[config.mk]
export PLATFORM = sky130hd
export DESIGN_NAME = trigger_packet_unpacker_top_flat
export DESIGN_NICKNAME = d
export VERILOG_FILES = /design/src/rtl/tpu_pkg.sv /design/src/rtl/tpu_if.sv /design/src/rtl/tpu_front.sv /design/src/rtl/tpu_time.sv /design/src/rtl/trigger_packet_unpacker_top.sv /design/src/flat_wrapper.sv
export VERILOG_INCLUDE_DIRS = /design/src /design/src/rtl
export SDC_FILE = /design/constraint.sdc
export NUM_CORES = 1
export LEC_CHECK = 0
export ABC_AREA = 1
export BUFFER_PORTS_ARGS = -buffer_cell sky130_fd_sc_hd__buf_2
export CAP_MARGIN = 25
export CORE_ASPECT_RATIO = 2
export CORE_UTILIZATION = 48
export DETAILED_ROUTE_END_ITERATION = 10
export GPL_TIMING_DRIVEN = 0
export PLACE_DENSITY = 0.65
export SLEW_MARGIN = 20
export SYNTH_ARGS = -nofsm -noshare
export SYNTH_HDL_FRONTEND = slang
export SYNTH_SLANG_ARGS = --single-unit
[constraint.sdc]
create_clock -name clk -period 11.9 [get_ports clk]
set_input_delay 0.595 -clock clk [delete_from_list [all_inputs] [get_ports clk]]
set_output_delay 0.595 -clock clk [all_outputs]
set_load 0.05 [all_outputs]
[src/rtl/assert_macros.svh]
// Assertion macros shared by the trigger packet unpacker RTL.
// Clocked on clk, disabled while rst_n is low; empty when SYNTH is set.
`ifndef ASSERT_MACROS_SVH
`define ASSERT_MACROS_SVH
`ifndef SYNTH
// Condition holds at every edge out of reset.
`define TPU_ASSERT(lbl, expr, msg) \
  lbl: assert property (@(posedge clk) disable iff (!rst_n) (expr)) else $error(msg);
// Antecedent at one edge implies consequent at the next.
`define TPU_ASSERT_NEXT(lbl, pre, post, msg) \
  lbl: assert property (@(posedge clk) disable iff (!rst_n) (pre) |=> (post)) else $error(msg);
// Antecedent implies consequent at the same edge.
`define TPU_ASSERT_IMPL(lbl, pre, post, msg) \
  lbl: assert property (@(posedge clk) disable iff (!rst_n) (pre) |-> (post)) else $error(msg);
`else
`define TPU_ASSERT(lbl, expr, msg)
`define TPU_ASSERT_NEXT(lbl, pre, post, msg)
`define TPU_ASSERT_IMPL(lbl, pre, post, msg)
`endif
`endif

[src/rtl/tpu_pkg.sv]
// Package for the trigger packet unpacker: constants and stage records.
// No dependencies.
package tpu_pkg;

  // Minimum words in a complete packet
  localparam int MIN_WORDS = 9;

  localparam logic [3:0] HEADER_NIB = 4'h8;
  localparam logic [3:0] FOOTER_NIB = 4'hE;

  localparam logic [15:0] IDX_MAX    = 16'hFFFF;
  localparam logic [15:0] IDX_HEADER = 16'd1;
  localparam logic [15:0] IDX_STAMP  = 16'd2;
  // Index of the final word at which the packet is complete
  localparam logic [15:0] IDX_FULL   = 16'(MIN_WORDS - 1);

  // End-of-packet record from the front stage
  typedef struct packed {
    logic        complete;
    logic        bad_header;
    logic        bad_footer;
    logic        count_mismatch;
    logic [27:0] count;
    logic [27:0] first_count;
    logic [31:0] stamp;
    logic [31:0] epoch;
    logic [31:0] first_stamp;
  } desc_t;

  // Record after the time and event arithmetic
  typedef struct packed {
    logic        complete;
    logic        bad_header;
    logic        bad_footer;
    logic        count_mismatch;
    logic [31:0] event_number;
    logic [63:0] time_ticks;
  } calc_t;

endpackage

[src/rtl/tpu_if.sv]
// Stream interfaces of the trigger packet unpacker: packet words in, results out.
// No dependencies.
interface tpu_in_if;
  logic        valid;
  logic        ready;
  logic [31:0] word;
  logic        last;

  modport source (output valid, output word, output last, input ready);
  modport sink   (input valid, input word, input last, output ready);
endinterface

interface tpu_out_if;
  logic        valid;
  logic        ready;
  logic        complete;
  logic        error;
  logic        bad_header;
  logic        bad_footer;
  logic        count_mismatch;
  logic [31:0] event_number;
  logic [63:0] time_ticks;
  logic [63:0] time_step_ticks;

  modport source (output valid, output complete, output error, output bad_header,
                  output bad_footer, output count_mismatch, output event_number,
                  output time_ticks, output time_step_ticks, input ready);
  modport sink   (input valid, input complete, input error, input bad_header,
                  input bad_footer, input count_mismatch, input event_number,
                  input time_ticks, input time_step_ticks, output ready);
endinterface

[src/rtl/tpu_front.sv]
// Front stage: word counting, header/stamp capture, packet checks and run state.
// Depends on tpu_pkg and assert_macros.svh.
`include "assert_macros.svh"
module tpu_front (
  input  logic           clk,
  input  logic           rst_n,
  input  logic           in_valid,
  input  logic [31:0]    in_word,
  input  logic           in_last,
  output logic           in_ready,
  output logic           desc_valid,
  output tpu_pkg::desc_t desc,
  input  logic           desc_ready
);
  import tpu_pkg::*;

  logic [15:0] idx_r, idx_nxt;
  logic [31:0] header_r, stamp_r;
  logic        seen_r;
  logic [27:0] first_count_r;
  logic [31:0] first_stamp_r, last_stamp_r, epoch_r;
  logic        desc_v_r;
  desc_t       desc_r, desc_nxt;

  logic        acc, fin, full, fin_ok, wrap;
  logic [31:0] epoch_nxt;

  // Beat handshake: one end-of-packet record slot
  assign in_ready = !desc_v_r || desc_ready;
  assign acc      = in_valid && in_ready;
  assign fin      = acc && in_last;
  assign full     = idx_r >= IDX_FULL;
  assign fin_ok   = fin && full;

  // Saturating word index
  always_comb begin
    idx_nxt = idx_r;
    if (acc) begin
      if (in_last) begin
        idx_nxt = '0;
      end else if (idx_r != IDX_MAX) begin
        idx_nxt = idx_r + 16'd1;
      end
    end
  end

  // Timestamp wrap detection against the previous complete packet
  assign wrap      = stamp_r < last_stamp_r;
  assign epoch_nxt = epoch_r + {31'd0, wrap};

  // Checks on the final word; on short packets the check flags stay clear
  always_comb begin
    desc_nxt                = '0;
    desc_nxt.complete       = full;
    desc_nxt.count          = header_r[27:0];
    desc_nxt.first_count    = seen_r ? first_count_r : header_r[27:0];
    desc_nxt.stamp          = stamp_r;
    desc_nxt.epoch          = epoch_nxt;
    desc_nxt.first_stamp    = seen_r ? first_stamp_r : stamp_r;
    desc_nxt.bad_header     = full && (header_r[31:28] != HEADER_NIB);
    desc_nxt.bad_footer     = full && (in_word[31:28] != FOOTER_NIB);
    desc_nxt.count_mismatch = full && (header_r[27:0] != in_word[27:0]);
  end

  // Packet and run state
  always_ff @(posedge clk) begin
    if (!rst_n) begin
      idx_r         <= '0;
      header_r      <= '0;
      stamp_r       <= '0;
      seen_r        <= 1'b0;
      first_count_r <= '0;
      first_stamp_r <= '0;
      last_stamp_r  <= '0;
      epoch_r       <= '0;
    end else begin
      idx_r <= idx_nxt;
      if (acc && idx_r == IDX_HEADER) begin
        header_r <= in_word;
      end
      if (acc && idx_r == IDX_STAMP) begin
        stamp_r <= in_word;
      end
      if (fin_ok) begin
        epoch_r      <= epoch_nxt;
        last_stamp_r <= stamp_r;
        seen_r       <= 1'b1;
        if (!seen_r) begin
          first_count_r <= header_r[27:0];
          first_stamp_r <= stamp_r;
        end
      end
    end
  end

  // Record slot valid
  always_ff @(posedge clk) begin
    if (!rst_n) begin
      desc_v_r <= 1'b0;
    end else if (fin) begin
      desc_v_r <= 1'b1;
    end else if (desc_ready) begin
      desc_v_r <= 1'b0;
    end
  end

  // Record payload
  always_ff @(posedge clk) begin
    if (fin) begin
      desc_r <= desc_nxt;
    end
  end

  assign desc_valid = desc_v_r;
  assign desc       = desc_r;

  `TPU_ASSERT_NEXT(a_idx_clear, fin, idx_r == '0, "word index not cleared after final beat")
  `TPU_ASSERT_NEXT(a_desc_hold, desc_v_r && !desc_ready, desc_v_r && $stable(desc_r), "record lost while stalled")
  `TPU_ASSERT_NEXT(a_epoch_stable, !fin_ok, $stable(epoch_r) && $stable(last_stamp_r), "run state moved without a complete packet")

endmodule

[src/rtl/tpu_time.sv]
// Time and event arithmetic and the result register.
// Depends on tpu_pkg and assert_macros.svh.
`include "assert_macros.svh"
module tpu_time (
  input  logic           clk,
  input  logic           rst_n,
  input  logic           desc_valid,
  input  tpu_pkg::desc_t desc,
  output logic           desc_ready,
  output logic           out_valid,
  input  logic           out_ready,
  output logic           out_complete,
  output logic           out_error,
  output logic           out_bad_header,
  output logic           out_bad_footer,
  output logic           out_count_mismatch,
  output logic [31:0]    out_event_number,
  output logic [63:0]    out_time_ticks,
  output logic [63:0]    out_time_step_ticks
);
  import tpu_pkg::*;

  logic        calc_v_r, out_v_r;
  calc_t       calc_r, calc_nxt;
  logic        calc_ready, out_load;
  logic [63:0] prev_r;
  logic [63:0] step_nxt;

  logic        o_complete_r, o_bad_h_r, o_bad_f_r, o_mism_r;
  logic [31:0] o_event_r;
  logic [63:0] o_time_r, o_step_r;

  // Stage handshakes
  assign calc_ready = !out_v_r || out_ready;
  assign desc_ready = !calc_v_r || calc_ready;
  assign out_load   = calc_v_r && calc_ready;

  // Epoch-extended time and event number; short packets give zeros
  always_comb begin
    calc_nxt                = '0;
    calc_nxt.complete       = desc.complete;
    calc_nxt.bad_header     = desc.bad_header;
    calc_nxt.bad_footer     = desc.bad_footer;
    calc_nxt.count_mismatch = desc.count_mismatch;
    if (desc.complete) begin
      calc_nxt.event_number = {4'd0, desc.count} + 32'd1 - {4'd0, desc.first_count};
      calc_nxt.time_ticks   = {desc.epoch, desc.stamp} - {32'd0, desc.first_stamp};
    end
  end

  // Step from the previous complete packet (previous time is zero on the first)
  assign step_nxt = calc_r.time_ticks - (calc_r.complete ? prev_r : 64'd0);

  // Valid bits and previous time
  always_ff @(posedge clk) begin
    if (!rst_n) begin
      calc_v_r <= 1'b0;
      out_v_r  <= 1'b0;
      prev_r   <= '0;
    end else begin
      if (desc_valid && desc_ready) begin
        calc_v_r <= 1'b1;
      end else if (calc_ready) begin
        calc_v_r <= 1'b0;
      end
      if (out_load) begin
        out_v_r <= 1'b1;
      end else if (out_ready) begin
        out_v_r <= 1'b0;
      end
      if (out_load && calc_r.complete) begin
        prev_r <= calc_r.time_ticks;
      end
    end
  end

  // Arithmetic stage payload
  always_ff @(posedge clk) begin
    if (desc_valid && desc_ready) begin
      calc_r <= calc_nxt;
    end
  end

  // Result register
  always_ff @(posedge clk) begin
    if (out_load) begin
      o_complete_r <= calc_r.complete;
      o_bad_h_r    <= calc_r.bad_header;
      o_bad_f_r    <= calc_r.bad_footer;
      o_mism_r     <= calc_r.count_mismatch;
      o_event_r    <= calc_r.event_number;
      o_time_r     <= calc_r.time_ticks;
      o_step_r     <= step_nxt;
    end
  end

  assign out_valid           = out_v_r;
  assign out_complete        = o_complete_r;
  assign out_error           = !o_complete_r || o_bad_h_r || o_bad_f_r || o_mism_r;
  assign out_bad_header      = o_bad_h_r;
  assign out_bad_footer      = o_bad_f_r;
  assign out_count_mismatch  = o_mism_r;
  assign out_event_number    = o_event_r;
  assign out_time_ticks      = o_time_r;
  assign out_time_step_ticks = o_step_r;

  `TPU_ASSERT_IMPL(a_short_zero, out_v_r && !o_complete_r, o_event_r == '0 && o_time_r == '0 && o_step_r == '0 && !o_bad_h_r, "short packet result not cleared")
  `TPU_ASSERT_NEXT(a_prev_track, out_load && calc_r.complete, prev_r == o_time_r, "previous time not taken from the result")
  `TPU_ASSERT_NEXT(a_out_hold, out_v_r && !out_ready, out_v_r && $stable(o_time_r) && $stable(o_event_r), "result changed while stalled")

endmodule

[src/rtl/trigger_packet_unpacker_top.sv]
// Trigger packet unpacker, top level: front stage plus arithmetic/result stages.
// Depends on tpu_pkg, tpu_if, tpu_front, tpu_time.
//
// Takes one 32-bit packet word per beat on in_bus and delivers one result
// beat on out_bus per packet, after the beat flagged last. Every word can be
// accepted on consecutive cycles while the front record slot is free; the
// result passes the front record, arithmetic stage and result register in
// order and, once registered, can be taken at the following edge. The path
// is limited by the two 64-bit subtractions for time and time step, which sit
// in separate stages. Packets shorter than the minimum length report an error
// with zeroed fields and leave the event, stamp and epoch state untouched.
module trigger_packet_unpacker_top (
  input  logic      clk,
  input  logic      rst_n,
  tpu_in_if.sink    in_bus,
  tpu_out_if.source out_bus
);
  import tpu_pkg::*;

  logic  desc_valid, desc_ready;
  desc_t desc;

  tpu_front u_front (
    .clk        (clk),
    .rst_n      (rst_n),
    .in_valid   (in_bus.valid),
    .in_word    (in_bus.word),
    .in_last    (in_bus.last),
    .in_ready   (in_bus.ready),
    .desc_valid (desc_valid),
    .desc       (desc),
    .desc_ready (desc_ready)
  );

  tpu_time u_time (
    .clk                 (clk),
    .rst_n               (rst_n),
    .desc_valid          (desc_valid),
    .desc                (desc),
    .desc_ready          (desc_ready),
    .out_valid           (out_bus.valid),
    .out_ready           (out_bus.ready),
    .out_complete        (out_bus.complete),
    .out_error           (out_bus.error),
    .out_bad_header      (out_bus.bad_header),
    .out_bad_footer      (out_bus.bad_footer),
    .out_count_mismatch  (out_bus.count_mismatch),
    .out_event_number    (out_bus.event_number),
    .out_time_ticks      (out_bus.time_ticks),
    .out_time_step_ticks (out_bus.time_step_ticks)
  );

endmodule

[src/flat_wrapper.sv]
// flat-port wrapper written by rule: the top's interface ports become plain ports
module trigger_packet_unpacker_top_flat import tpu_pkg::*;
  (clk, rst_n, in_bus_valid, in_bus_word, in_bus_last, in_bus_ready, out_bus_valid, out_bus_complete, out_bus_error, out_bus_bad_header, out_bus_bad_footer, out_bus_count_mismatch, out_bus_event_number, out_bus_time_ticks, out_bus_time_step_ticks, out_bus_ready);
  tpu_in_if in_bus_i ();
  tpu_out_if out_bus_i ();
  input  logic clk;
  input  logic rst_n;
  input wire logic [$bits(in_bus_i.valid)-1:0] in_bus_valid;
  input wire logic [$bits(in_bus_i.word)-1:0] in_bus_word;
  input wire logic [$bits(in_bus_i.last)-1:0] in_bus_last;
  output wire logic [$bits(in_bus_i.ready)-1:0] in_bus_ready;
  output wire logic [$bits(out_bus_i.valid)-1:0] out_bus_valid;
  output wire logic [$bits(out_bus_i.complete)-1:0] out_bus_complete;
  output wire logic [$bits(out_bus_i.error)-1:0] out_bus_error;
  output wire logic [$bits(out_bus_i.bad_header)-1:0] out_bus_bad_header;
  output wire logic [$bits(out_bus_i.bad_footer)-1:0] out_bus_bad_footer;
  output wire logic [$bits(out_bus_i.count_mismatch)-1:0] out_bus_count_mismatch;
  output wire logic [$bits(out_bus_i.event_number)-1:0] out_bus_event_number;
  output wire logic [$bits(out_bus_i.time_ticks)-1:0] out_bus_time_ticks;
  output wire logic [$bits(out_bus_i.time_step_ticks)-1:0] out_bus_time_step_ticks;
  input wire logic [$bits(out_bus_i.ready)-1:0] out_bus_ready;
  assign in_bus_i.valid = in_bus_valid;
  assign in_bus_i.word = in_bus_word;
  assign in_bus_i.last = in_bus_last;
  assign in_bus_ready = in_bus_i.ready;
  assign out_bus_valid = out_bus_i.valid;
  assign out_bus_complete = out_bus_i.complete;
  assign out_bus_error = out_bus_i.error;
  assign out_bus_bad_header = out_bus_i.bad_header;
  assign out_bus_bad_footer = out_bus_i.bad_footer;
  assign out_bus_count_mismatch = out_bus_i.count_mismatch;
  assign out_bus_event_number = out_bus_i.event_number;
  assign out_bus_time_ticks = out_bus_i.time_ticks;
  assign out_bus_time_step_ticks = out_bus_i.time_step_ticks;
  assign out_bus_i.ready = out_bus_ready;
  trigger_packet_unpacker_top u_core (.clk(clk), .rst_n(rst_n), .in_bus(in_bus_i), .out_bus(out_bus_i));
endmodule
## Word-level counts from Yosys, hierarchy flattened

Cells that the tools add are included.

| word-level totals | value |
|---|---|
| register bits | 692 |
| word-level logic and storage cells | 85 |

| operators by class | value |
|---|---|
| add/sub/neg operators | 6 |
| order comparisons | 2 |
| eq/ne operators | 6 |
| multiplexer cells | 11 |
| reduce and logical (&&, ||, !) cells | 26 |

Operator list:

| operator | number |
|---|---|
| 2-to-1 mux 64 bit | 1 |
| subtractor 64 x 32 -> 64 bit | 1 |
| subtractor 64 bit | 1 |
| adder 32 x 1 -> 32 bit | 1 |
| less-than comparator 32 bit | 1 |
| 2-to-1 mux 16 bit | 2 |
| 2-to-1 mux 32 bit | 1 |
| subtractor 29 x 28 -> 30 bit | 1 |
| adder 28 x 1 -> 29 bit, second input constant | 1 |
| 2-to-1 mux 28 bit | 1 |
| != test 28 bit | 1 |
| adder 16 x 1 -> 16 bit, second input constant | 1 |
| equality test 16 x 1 -> 1 bit, second input constant | 1 |
| equality test 16 x 2 -> 1 bit, second input constant | 1 |
| >= comparator 16 x 4 -> 1 bit, second input constant | 1 |
| != test 16 bit, second input constant | 1 |
| logical AND 1 bit | 11 |
| != test 4 bit, second input constant | 2 |
| nonzero test 2 bit | 4 |
| logical OR 1 bit | 6 |
| 2-to-1 mux 1 bit | 6 |
| zero test 1 bit | 4 |
| AND reduction 2 bit | 1 |

## Logic depth before layout (Yosys ltp)

Gate-level depths: netlist of run 1.

| logic depth | value |
|---|---|
| word-level depth | 7 |
| mapped depth | 22 |

## Cells and area by module

A second synthesis of run 1 with hierarchy kept.

| unflattened totals | value |
|---|---|
| cells, all modules | 4790 |
| area, all modules | 37576.0 µm² |

By module, submodules not included:

| module | instances | cells an instance | area an instance (µm²) | sequential area each (µm²) |
|---|---|---|---|---|
| tpu_time | 1 | 3124 | 22384.0 | 9248.9 |
| tpu_front | 1 | 1666 | 15192.1 | 8808.4 |

## Least setup slack after synthesis of run 1

OpenSTA, ideal clock, no wires.

| timing | value |
|---|---|
| path kind | in2reg |
| from | input out_bus_ready |
| to | register u_core.u_front.epoch_r[29] |
| library setup time | 115 ps |
| arrival | 6162 ps |
| data required time | 11785 ps |
| slack | 5623 ps |
| stages on the path | 11 |
| path through | inv_1 > nand2_1 > nor2_1 > nand2_1 > nand2_1 > nor2_2 > nand2_4 > buf_6 > buf_4 > o21ai_0 > inv_1 |

| on the way | value |
|---|---|
| longest elaborated chain between the ends | 6 |

Ends and longest elaborated chain:

| element | RTL line | RTL |
|---|---|---|
| start, declared | flat_wrapper.sv:21 | `input wire logic [$bits(out_bus_i.ready)-1:0] out_bus_ready;` |
| logical OR 1 bit | tpu_time.sv:34 | `assign calc_ready = !out_v_r \|\| out_ready;` |
| logical OR 1 bit | tpu_time.sv:35 | `assign desc_ready = !calc_v_r \|\| calc_ready;` |
| logical OR 1 bit | tpu_front.sv:29 | `assign in_ready = !desc_v_r \|\| desc_ready;` |
| net in_bus_ready | flat_wrapper.sv:11 | `output wire logic [$bits(in_bus_i.ready)-1:0] in_bus_ready;` |
| logical AND 1 bit | tpu_front.sv:30 | `assign acc = in_valid && in_ready;` |
| logical AND 1 bit | tpu_front.sv:31 | `assign fin = acc && in_last;` |
| net u_core.u_front.fin | tpu_front.sv:25 | `logic acc, fin, full, fin_ok, wrap;` |
| logical AND 1 bit | tpu_front.sv:33 | `assign fin_ok = fin && full;` |
| end signal, assigned | tpu_front.sv:85 | `epoch_r <= epoch_nxt;` |
| end, declared | tpu_front.sv:21 | `logic [31:0] first_stamp_r, last_stamp_r, epoch_r;` |

The timed path passes the listed nets, and every way through them passes these cells.
A chain may end at the register's enable or synchronous reset.

## Worst setup path in the final report of run 1

| timing | value |
|---|---|
| from | register u_core.u_time.calc_r[99] (netlist bit) |
| to | register u_core.u_time.o_step_r[50], in the netlist u_core.u_time.out_time_step_ticks[50], data pin |

| on the way | value |
|---|---|
| longest elaborated chain between the ends | 2 |

Ends and longest elaborated chain:

| element | RTL line | RTL |
|---|---|---|
| start, declared | tpu_time.sv:24 | `calc_t calc_r, calc_nxt;` |
| start signal, assigned | tpu_time.sv:80 | `calc_r <= calc_nxt;` |
| 2-to-1 mux 64 bit | tpu_time.sv:52 | `assign step_nxt = calc_r.time_ticks - (calc_r.complete ? prev_r : 64'd0);` |
| subtractor 64 bit | tpu_time.sv:52 |  |
| net u_core.u_time.step_nxt[50] | tpu_time.sv:27 | `logic [63:0] step_nxt;` |
| end signal, assigned | tpu_time.sv:93 | `o_step_r <= step_nxt;` |
| end, declared | tpu_time.sv:31 | `logic [63:0] o_time_r, o_step_r;` |

The timed path passes the listed nets, and every way through them passes these cells.

==> flow_metrics.tcl, run 1 <==
set metrics [dict create \
    drt_pass1_iterations 6 \
    wl_um 126000 \
    fmaxAchievable_ghz 0.207 \
    p_leak_nw 17.6 \
    grtUsageTotal 0.324 \
    cts_root_buffer "clkbuf_16" \
    ys_seq_elements 688 \
    initial_core_util 0.485 \
    drtIter0Drc 1754 \
    via_count 31500 \
    period_share 0.407 \
    syn_area_um2 36900 \
    worstPathArrival_ns 5.27 \
    hold_viol 0 \
    status "complete, no violations" \
    synthTopCellsByArea "edfxtp_1, dfxtp_1, nand2_1, inv_1, ha_1" \
    die_width_um 198 \
    portBuffers 202 \
    synthDistinctLibCells 48 \
    rrSetupSlack_ns 7.06 \
    finalMaxSlewViolations 0 \
    diodes 0 \
    grt_pass1_wl_um 183000 \
    min_path_type "in2reg" \
    cts.sinks 688 \
    slew_headroom 0.267 \
    avgViaCountPerCell 5.26 \
    reg2regPathDepth 14 \
    max-vdd-ir-drop_v 0.000134 \
    drive_gt1_frac 0.0784 \
    tns_ns 0 \
    slowest_stage "clkbuf_1" \
    grt-ovfl-total 0 \
    yosysTopAreaCellShare 0.339 \
    whs_ns 0.214 \
    worst_slew_pin_slew_ns 1.10 \
    worst_path_most_repeated_cell "nand2_1" \
    cp-start-kind "register" \
    path_max_fanout 10 \
    drtAntennaViolNets 0 \
    max_cap_viol_count 0 \
    period_minus_slack_ns 4.84 \
    syn_inst 4643 \
    dp_hpwl_um 103000 \
    pwr_density_cell_nw_per_um2 128 \
    grt_setup_unrepaired "false" \
    die-area_um2 78000 \
    finalSetupViolCount 0 \
    synth.largest_area_cell "edfxtp_1" \
    grt_pass1_vias 31200 \
    nets 5148 \
    cts_resized 0 \
    cts_tree "done" \
    num_io_pins 204 \
    holdPathStages 4 \
    holdBufCountCts 0 \
    cts-buffers-inserted 60 \
    insertion_delay_ns 0.69 \
    cp_data_required_time_ns 12.33 \
    setup.worst_path.class "reg2reg" \
    avgSynthCellArea_um2 7.94 \
    finalPower_mw 5.32 \
    cp_slowest_stage_delay_ns 0.74 \
    clkTransAtPathRegs_ns 0.07 \
    fp.coreArea_um2 76000 \
    std_cell_rows 143 \
    grt_max_degree 70 \
    syn_nets 4871 \
    postCtsSetupBuffers 0 \
    worstSetupEndpointType "register" \
    yosys_warnings 0 \
    drc 0 \
    antenna_found_initial 0 \
    cts_buffer_depth 3 \
    die_h_um 394 \
    path_cells "clkbuf_1 -> clkbuf_1 -> clkbuf_1 -> nand2_1 -> ha_1 -> nand2_1 -> nor2_1 -> inv_1 -> nor2_1 -> nand2_1 -> nor3_1 -> nand2_1 -> nand3_1 -> nand2_1" \
    htreeDepth 2 \
    detail_route.wl_per_cell_um 21.0 \
    ys_seq_area_frac 0.487 \
    clock-skew-final_ns 0.0377 \
    gp_congestion 1.10 \
    synthToLayoutAreaGrowth_pct 12.7 \
]
-- cells by family (layout without fill, tap and decap cells) --
family	after synthesis	count (layout)	share of synthesized area
simple gates	2065	2065	0.226
xor+xnor	82	82	0.0195
flops	688	688	0.487
buf+inv	797	1126	0.0862
fa+ha+maj	191	191	0.0657
compound gates	820	820	0.116
-- power by group --
| group | switching, mW | total (mW) | internal [mW] |
|---|---|---|---|
| Combinational | 0.429 | 0.588 | 0.158 |
| Clock | 0.950 | 2.11 | 1.16 |
| Sequential | 0.0357 | 2.62 | 2.59 |
| Total | 1.41 | 5.32 | 3.91 |
-- path summary, 6_finish.rpt --
path	start	end
worst max-delay path	u_core.u_time.calc_r[99]$_DFFE_PP_	u_core.u_time.out_time_step_ticks[50]$_DFFE_PP_
worst min-delay path	out_bus_ready	u_core.u_time.out_valid$_SDFFE_PN0P_
worst max register to register	u_core.u_time.calc_r[99]$_DFFE_PP_	u_core.u_time.out_time_step_ticks[50]$_DFFE_PP_
worst min register to register	u_core.u_time.calc_r[96]$_DFFE_PP_	u_core.u_time.out_count_mismatch$_DFFE_PP_
-- state kept, by name, summed over array words and instances, names as in the netlist, 16 cells and up --
| name | flops |
|---|---|
| u_core.u_time.calc_r | 98 |
| u_core.u_front.stamp_r | 32 |
| u_core.u_front.idx_r | 16 |
| u_core.u_front.first_stamp_r | 32 |
| u_core.u_front.epoch_r | 32 |
| u_core.u_time.prev_r | 64 |
| u_core.u_front.last_stamp_r | 32 |
| u_core.u_front.desc | 156 |
| u_core.u_time.out_time_ticks | 64 |
| u_core.u_time.out_time_step_ticks | 64 |
| u_core.u_front.first_count_r | 28 |
| u_core.u_time.out_event_number | 30 |
| u_core.u_front.header_r | 32 |
-- cell usage in the layout, fill, tap and decap left out, drive strengths merged, types with 4 or more instances in the layout --
master    Yosys  layout
a21oi       422     422
clkinv        1      16
a21boi        4       4
edfxtp      416     416
fa            4       4
nand3b        8       8
nor3         50      50
ha          187     187
or2           7       7
buf          35     250
xnor2         9       9
xor2         73      73
clkbuf       86     159
nand2      1194    1194
o21ai       346     346
nor2        548     548
clkinvlp      0      11
dfxtp       272     272
bufinv        0       9
a21o          5       5
nor4          8       8
nand4        32      32
inv         675     681
o21bai       15      15
nand3       214     214
a211oi        8       8
o21a         11      11
a31oi         4       4
-- metrics by stage --
stage	utilization	area (um2)	worst slack (ns)	instances
2_1_floorplan	-	36900	5.62	4643
3_3_place_gp	0.515	39100	3.11	5860
3_5_place_dp	0.519	39400	7.01	5872
4_1_cts	0.546	41500	7.02	5986
5_1_grt	0.546	41600	6.77	5987
6_report	0.546	41600	7.06	5987
-- cells in the mapped netlist (all sizes together) --
cell type / n
a211oi: 8
a21boi: 4
a21o: 5
a21oi: 422
a31oi: 4
a41oi: 2
and2: 2
and3: 1
buf: 35
clkbuf: 86
clkinv: 1
dfxtp: 272
edfxtp: 416
fa: 4
ha: 187
inv: 675
nand2: 1194
nand3: 214
nand3b: 8
nand4: 32
nor2: 548
nor3: 50
nor3b: 1
nor4: 8
o2111ai: 1
o211ai: 2
o21a: 11
o21ai: 346
o21bai: 15
or2: 7
xnor2: 9
xor2: 73
-- final cells by class --
cell class              instances  area (um2)
multi-input cells            3158       15700
plain buffers                 121         648
fillers                      7385       34500
well taps                    1015        1270
repair buffers                215        1290
clock buffers                  73        1580
inverters                     676        2540
flip-flops and latches        688       17900
clock inverters                41         537
-- metal layers --
metal  share of wire  vias to the layer above  track usage
met3           0.032                      434       0.0401
met2            0.54                      900        0.623
met4            0.12                        0        0.336
met1            0.31                    14500        0.268
met5               0                        -            0
li1                -                    15700            -
-- worst max-delay path: cells and delay by family (launching register included) --
kind | cells | cell delay, ns
DFF | 1 | 0.57
adders and majority gates | 1 | 0.53
and+or+nand+nor | 9 | 1.59
buffers and inverters | 4 | 1.89
Power figures use the tool's default switching activity.
==> run 2: changes to the inputs <==
clock period = 4.9 ns   (was 11.9 ns; I/O delays follow)
==> run 2 against run 1 <==
Routed wire length is 2.5% higher. Worst setup slack got worse by 6.7 ns. Critical endpoint unchanged. Largest power group unchanged. Clock power increased by 140%. First-iteration DRC count down 6.8%. Hold slack worse by 0.092 ns. Core utilization up 0.36 points. Power is 140% higher.
==> flow_metrics.tcl, run 2 (synthesized netlist as in run 1, its figures left out) <==
set metrics [dict create \
    fp.coreArea_um2 76000 \
    drtAntennaViolNets 0 \
    period_share 0.935 \
    cp_data_required_time_ns 5.33 \
    fin_ws_ns 0.317 \
    dp_hpwl_um 105000 \
    fmaxAchievable_ghz 0.218 \
    cp_num_buf_inv 4 \
    cts_buffer_depth 3 \
    grt_setup_unrepaired "false" \
    largest_reg_flops 156 \
    regArea_um2 17900 \
    multi_input_area_um2 15700 \
    insertion_delay_ns 0.68 \
    fillers 7370 \
    cts_root_buffer "clkbuf_16" \
    postCtsSetupBuffers 0 \
    fin_area_um2 41800 \
    slowest_stage "nor2_1" \
    die-area_um2 78000 \
    max-vdd-ir-drop_v 0.000335 \
    p_int_mw 9.55 \
    drive_gt1_frac 0.0764 \
    cts-buffers-inserted 60 \
    reg2regPathDepth 14 \
    p_sw_frac 0.264 \
    endpoint "u_core.u_time.out_time_step_ticks[50]$_DFFE_PP_" \
    cts_tree "done" \
    avgViaCountPerCell 5.28 \
    finalSetupViolCount 0 \
    antenna_found_initial 1 \
    max_cap_viol_count 0 \
    gp_congestion 1.10 \
    synthToLayoutAreaGrowth_pct 13.5 \
    die_width_um 198 \
    drtIter0Drc 1634 \
    clock-skew-final_ns 0.0145 \
    hold_viol 0 \
    crit_path_start "u_core.u_time.calc_r[99]$_DFFE_PP_" \
    min_path_type "in2reg" \
    grt_max_degree 104 \
    p_clk_frac 0.396 \
    cp_top_family "simple AND/OR/NAND/NOR gates" \
    holdPathStages 3 \
    cp-start-kind "register" \
    via_count 31800 \
    grt-ovfl-total 0 \
    finalMaxSlewViolations 0 \
    worst_path_most_repeated_cell "nand2_1" \
    drc 0 \
    std_cell_rows 143 \
    nets 5178 \
    path_cells "clkbuf_2 -> clkbuf_2 -> clkbuf_1 -> nand2_1 -> ha_1 -> nand2_1 -> nor2_1 -> inv_1 -> nor2_1 -> nand2_1 -> nor3_1 -> nand2_1 -> nand3_1 -> nand2_1" \
    switching_power_mw 3.42 \
    dp.cells 5869 \
    tns_ns 0 \
    pwr_density_cell_nw_per_um2 310 \
    placed_cell_area_um2 39400 \
    rrSetupSlack_ns 0.32 \
    worst_slew_pin_slew_ns 1.20 \
    slew_headroom 0.191 \
    layout_common_cells "nand2_1, inv_1, nor2_1" \
    worstPathArrival_ns 5.02 \
    die_h_um 394 \
    p_leak_nw 17.8 \
    htreeDepth 2 \
    r2r_start "u_core.u_time.calc_r[99]$_DFFE_PP_" \
    wl_um 129000 \
    setup.worst_path.class "reg2reg" \
    cp_slowest_stage_delay_ns 0.62 \
    final_common_cell "nand2_1" \
    reg2reg_to "u_core.u_time.out_time_step_ticks[50]$_DFFE_PP_" \
    grt_pass1_wl_um 187000 \
    path_max_fanout 10 \
    drt_pass1_iterations 7 \
    worstSetupEndpointType "register" \
    portBuffers 202 \
    status "complete, no violations" \
    power_frac_seq 0.491 \
    grt_pass1_vias 32000 \
    dpl_worst_slack_ns -0.0130 \
    initial_core_util 0.485 \
    grtUsageTotal 0.333 \
    power_frac_comb 0.113 \
    cts.sinks 688 \
    clkTransAtPathRegs_ns 0.07 \
    crit_cells 14 \
    period_minus_slack_ns 4.58 \
    num_io_pins 204 \
    final_cells 6017 \
    detail_route.wl_per_cell_um 21.4 \
]
==> run 2: worst min-delay path by stage <==
stage | startpoint | to | slack (ns)
after CTS | in_bus_valid | u_core.u_front.desc[152]$_DFFE_PP_ | 0.1
after global routing | in_bus_valid | u_core.u_front.desc[152]$_DFFE_PP_ | 0.14
after floorplan | u_core.u_front.desc[152]$_DFFE_PP_ | u_core.u_time.calc_r[96]$_DFFE_PP_ | 0.40
after global placement | u_core.u_time.calc_r[76]$_SDFFCE_PN0P_ | u_core.u_time.out_event_number[12]$_DFFE_PP_ | 0.40
final | in_bus_valid | u_core.u_front.desc[152]$_DFFE_PP_ | 0.12
after detailed placement | u_core.u_time.calc_r[68]$_SDFFCE_PN0P_ | u_core.u_time.out_event_number[4]$_DFFE_PP_ | 0.40
==> run 2: final cells by class <==
class / count / area share
clock inverter: 38 / 0.0117
sequential: 688 / 0.429
antenna: 1 / 0.0000598
clock buffer: 75 / 0.0392
multi-input combinational: 3158 / 0.376
timing repair buffer: 245 / 0.0369
inverter: 676 / 0.0608
buffer: 121 / 0.0157
tap: 1015 / 0.0304
==> run 2: timing repair <==
item                                   CTS  global route
setup endpoints to repair                2             1
endpoints found under the hold margin   54             0
hold buffers                            34             0
resized for setup                        1             2
gates cloned                             0             0
==> run 2: per-layer routing <==
metal  wire length [um]  part of all wire  vias up  track usage
li1                   -                 -    15800            -
met1              38400              0.30    14600        0.271
met2              68500              0.53      925        0.631
met3               5100             0.040      467       0.0469
met4              16600              0.13        2        0.364
met5                 11          0.000085        -            0
==> run 2: power by group through the flow <==
stage	Sequential [mW]	Clock, mW	Combinational [mW]
floorplan	6.55	0	0.807
global placement	6.51	0	1.40
detailed placement	6.50	0	1.42
CTS	6.37	5.21	1.45
global route	6.38	5.39	1.59
finish	6.37	5.14	1.46
==> run 2: tightest hold or removal path: cells and delay by family <==
| kind | cells | cell delay, ns |
|---|---|---|
| buf+inv | 1 | 0.09 |
| simple gates | 2 | 0.26 |
==> run 2: stage by stage <==
| step | utilization | power, mW | hold slack (ns) |
|---|---|---|---|
| after floorplan | - | 7.36 | 0.400 |
| after global placement | 0.515 | 7.90 | 0.401 |
| after detailed placement | 0.518 | 7.92 | 0.405 |
| after CTS | 0.550 | 13.0 | 0.0997 |
| after global routing | 0.550 | 13.4 | 0.141 |
| final | 0.550 | 13.0 | 0.122 |
==> run 3: changes to the inputs <==
--- a/config.mk
+++ b/config.mk
@@ -8,11 +8,12 @@
 export LEC_CHECK = 0
 export ABC_AREA = 1
+export ABC_CLOCK_PERIOD_IN_PS = 4900
 export BUFFER_PORTS_ARGS = -buffer_cell sky130_fd_sc_hd__buf_2
 export CAP_MARGIN = 25
 export CORE_ASPECT_RATIO = 2
-export CORE_UTILIZATION = 48
+export CORE_UTILIZATION = 62
 export DETAILED_ROUTE_END_ITERATION = 10
 export GPL_TIMING_DRIVEN = 0
-export PLACE_DENSITY = 0.65
+export PLACE_DENSITY = 0.81
 export SLEW_MARGIN = 20
 export SYNTH_ARGS = -nofsm -noshare
==> constraint.sdc (replaced) <==
create_clock -name clk -period 4.9 [get_ports clk]
set_input_delay 0.98 -clock clk [delete_from_list [all_inputs] [get_ports clk]]
set_output_delay 0.98 -clock clk [all_outputs]
set_load 0.05 [all_outputs]
==> run 3 against run 2 <==
Hold slack better by 0.30 ns. Sequential cell count unchanged. Routed wire length down 2.0%. Final area down 2.1%. Global-route usage up 8.5 points. Non-clock buffer count down 34. Clock skew up 0.023 ns. Power down 4.0%. Clock-buffer cell count down 4. Cell count down 4.8%. Critical path depth unchanged.
==> flow_metrics.tcl, run 3 (synthesized netlist as in run 1, its figures left out) <==
set metrics [dict create \
    status "complete, no violations" \
    drtAntennaViolNets 0 \
    antenna_found_initial 3 \
    p_int_mw 9.11 \
    worstSetupEndpointType "register" \
    cts_buffer_depth 3 \
    grt_pass1_vias 33000 \
    drc 0 \
    drtIter0Drc 2383 \
    final_common_cell "nand2_1" \
    max_cap_viol_count 0 \
    worst_path_most_repeated_cell "nand2_1" \
    min_path_type "reg2reg" \
    slew_headroom 0.268 \
    worst_slew_pin_slew_ns 1.09 \
    grt_pass1_wl_um 185000 \
    switching_power_mw 3.34 \
    path_cells "clkbuf_1 -> clkbuf_2 -> clkbuf_1 -> nand2_1 -> ha_1 -> nand2_1 -> nor2_1 -> inv_1 -> nor3_1 -> nand2_1 -> nor2_1 -> nand2_1 -> nand3_1 -> nand2_1" \
    cp_top_family "buffers and inverters" \
    cp-start-kind "register" \
    cp_slowest_stage_delay_ns 0.65 \
    gp_congestion 1.04 \
    grt_setup_unrepaired "false" \
    drt_pass1_iterations 6 \
    final_cells 5729 \
    synthToLayoutAreaGrowth_pct 11.1 \
    die_width_um 174 \
    p_clk_frac 0.374 \
    htreeDepth 2 \
    fmaxAchievable_ghz 0.212 \
    tns_ns 0 \
    fin_ws_ns 0.185 \
    cp_num_buf_inv 4 \
    period_share 0.962 \
    die_h_um 347 \
    finalSetupViolCount 0 \
    grt-ovfl-total 0 \
    fp.coreArea_um2 58800 \
    grt_max_degree 100 \
    clkTransAtPathRegs_ns 0.07 \
    clock-skew-final_ns 0.0375 \
    postCtsSetupBuffers 0 \
    avgViaCountPerCell 5.72 \
    p_leak_nw 17.5 \
    path_max_fanout 10 \
    die-area_um2 60500 \
    via_count 32800 \
    initial_core_util 0.627 \
    wl_um 126000 \
    std_cell_rows 126 \
    cts.sinks 688 \
    power_frac_comb 0.114 \
    period_minus_slack_ns 4.71 \
    p_sw_frac 0.268 \
    max-vdd-ir-drop_v 0.000340 \
    detail_route.wl_per_cell_um 22.0 \
    dp.cells 5622 \
    largest_reg_flops 156 \
    cp_data_required_time_ns 5.32 \
    drive_gt1_frac 0.0754 \
    holdBufCountCts 0 \
    slowest_stage "clkbuf_1" \
    portBuffers 202 \
    finalMaxSlewViolations 0 \
    setup.worst_path.class "reg2reg" \
    fillers 4885 \
    dpl_worst_slack_ns 0.101 \
    layout_common_cells "nand2_1, inv_1, nor2_1" \
    dp_hpwl_um 99700 \
    insertion_delay_ns 0.66 \
    worstPathArrival_ns 5.13 \
    cts_tree "done" \
    nets 5141 \
    hold_viol 0 \
    pwr_density_cell_nw_per_um2 304 \
    cts-buffers-inserted 57 \
    grtUsageTotal 0.418 \
    cts_root_buffer "clkbuf_16" \
    num_io_pins 204 \
    power_frac_seq 0.511 \
]
[run 3: changes by cell type in the layout (fill, tap and decap cells not counted), moves of 3 or more]
cell           previous run  this run
clkbuf_16                60        57
bufinv_16                 9         4
inv_6                     3         7
clkinv_2                  1        10
clkbuf_8                  9         5
clkinv_4                  5         2
clkbuf_1                 87        91
dlygate4sd3_1            34         0
clkinv_1                 12         8
[run 3: timing repair]
action / in CTS / in global routing
hold endpoints to repair: 0 / 0
resized for setup: 0 / 2
endpoints found under the setup margin: 0 / 12
[run 3: per-layer routing]
metal / share of wire / vias up / routed length (um) / global-route usage
li1: - / 15700 / - / -
met5: 0 / - / 0 / 0
met4: 0.13 / 0 / 16800 / 0.474
met2: 0.52 / 1496 / 65900 / 0.784
met3: 0.056 / 611 / 7090 / 0.0613
met1: 0.29 / 15000 / 36300 / 0.343
[run 3: power by group through the flow]
| stage | Combinational, mW | Sequential (mW) | Clock, mW |
|---|---|---|---|
| floorplan | 0.807 | 6.55 | 0 |
| global placement | 1.33 | 6.50 | 0 |
| detailed placement | 1.37 | 6.50 | 0 |
| CTS | 1.38 | 6.37 | 4.64 |
| global route | 1.54 | 6.38 | 4.85 |
| finish | 1.42 | 6.37 | 4.66 |
[run 3: layout make-up]
type,count,area [um2],share of cell area
Inverter,676,2540,0.0621
Sequential cell,688,17900,0.438
Multi-Input combinational cell,3158,15700,0.385
Buffer,121,653,0.0160
Antenna cell,1,2.50,0.0000611
Clock buffer,71,1520,0.0372
Clock inverter,35,358,0.00874
Timing Repair Buffer,211,1210,0.0296
Tap cell,768,961,0.0235
[run 3: per-stage QoR]
step | utilization | hold slack (ns) | power, mW | cell area, um2
2_1_floorplan | - | 0.400 | 7.36 | 36900
3_3_place_gp | 0.660 | 0.400 | 7.84 | 38800
3_5_place_dp | 0.664 | 0.405 | 7.87 | 39100
4_1_cts | 0.696 | 0.421 | 12.4 | 40900
5_1_grt | 0.696 | 0.424 | 12.8 | 40900
6_report | 0.696 | 0.422 | 12.5 | 40900
[run 3: final timing paths]
kind,from,to,slack (ns),depth (start not counted)
worst max-delay path,u_core.u_time.calc_r[99]$_DFFE_PP_,u_core.u_time.out_time_step_ticks[60]$_DFFE_PP_,0.19,14
worst min-delay path,u_core.u_time.calc_r[91]$_SDFFCE_PN0P_,u_core.u_time.out_event_number[27]$_DFFE_PP_,0.42,0
worst max register to register,u_core.u_time.calc_r[99]$_DFFE_PP_,u_core.u_time.out_time_step_ticks[60]$_DFFE_PP_,0.19,14
worst min register to register,u_core.u_time.calc_r[91]$_SDFFCE_PN0P_,u_core.u_time.out_event_number[27]$_DFFE_PP_,0.42,0
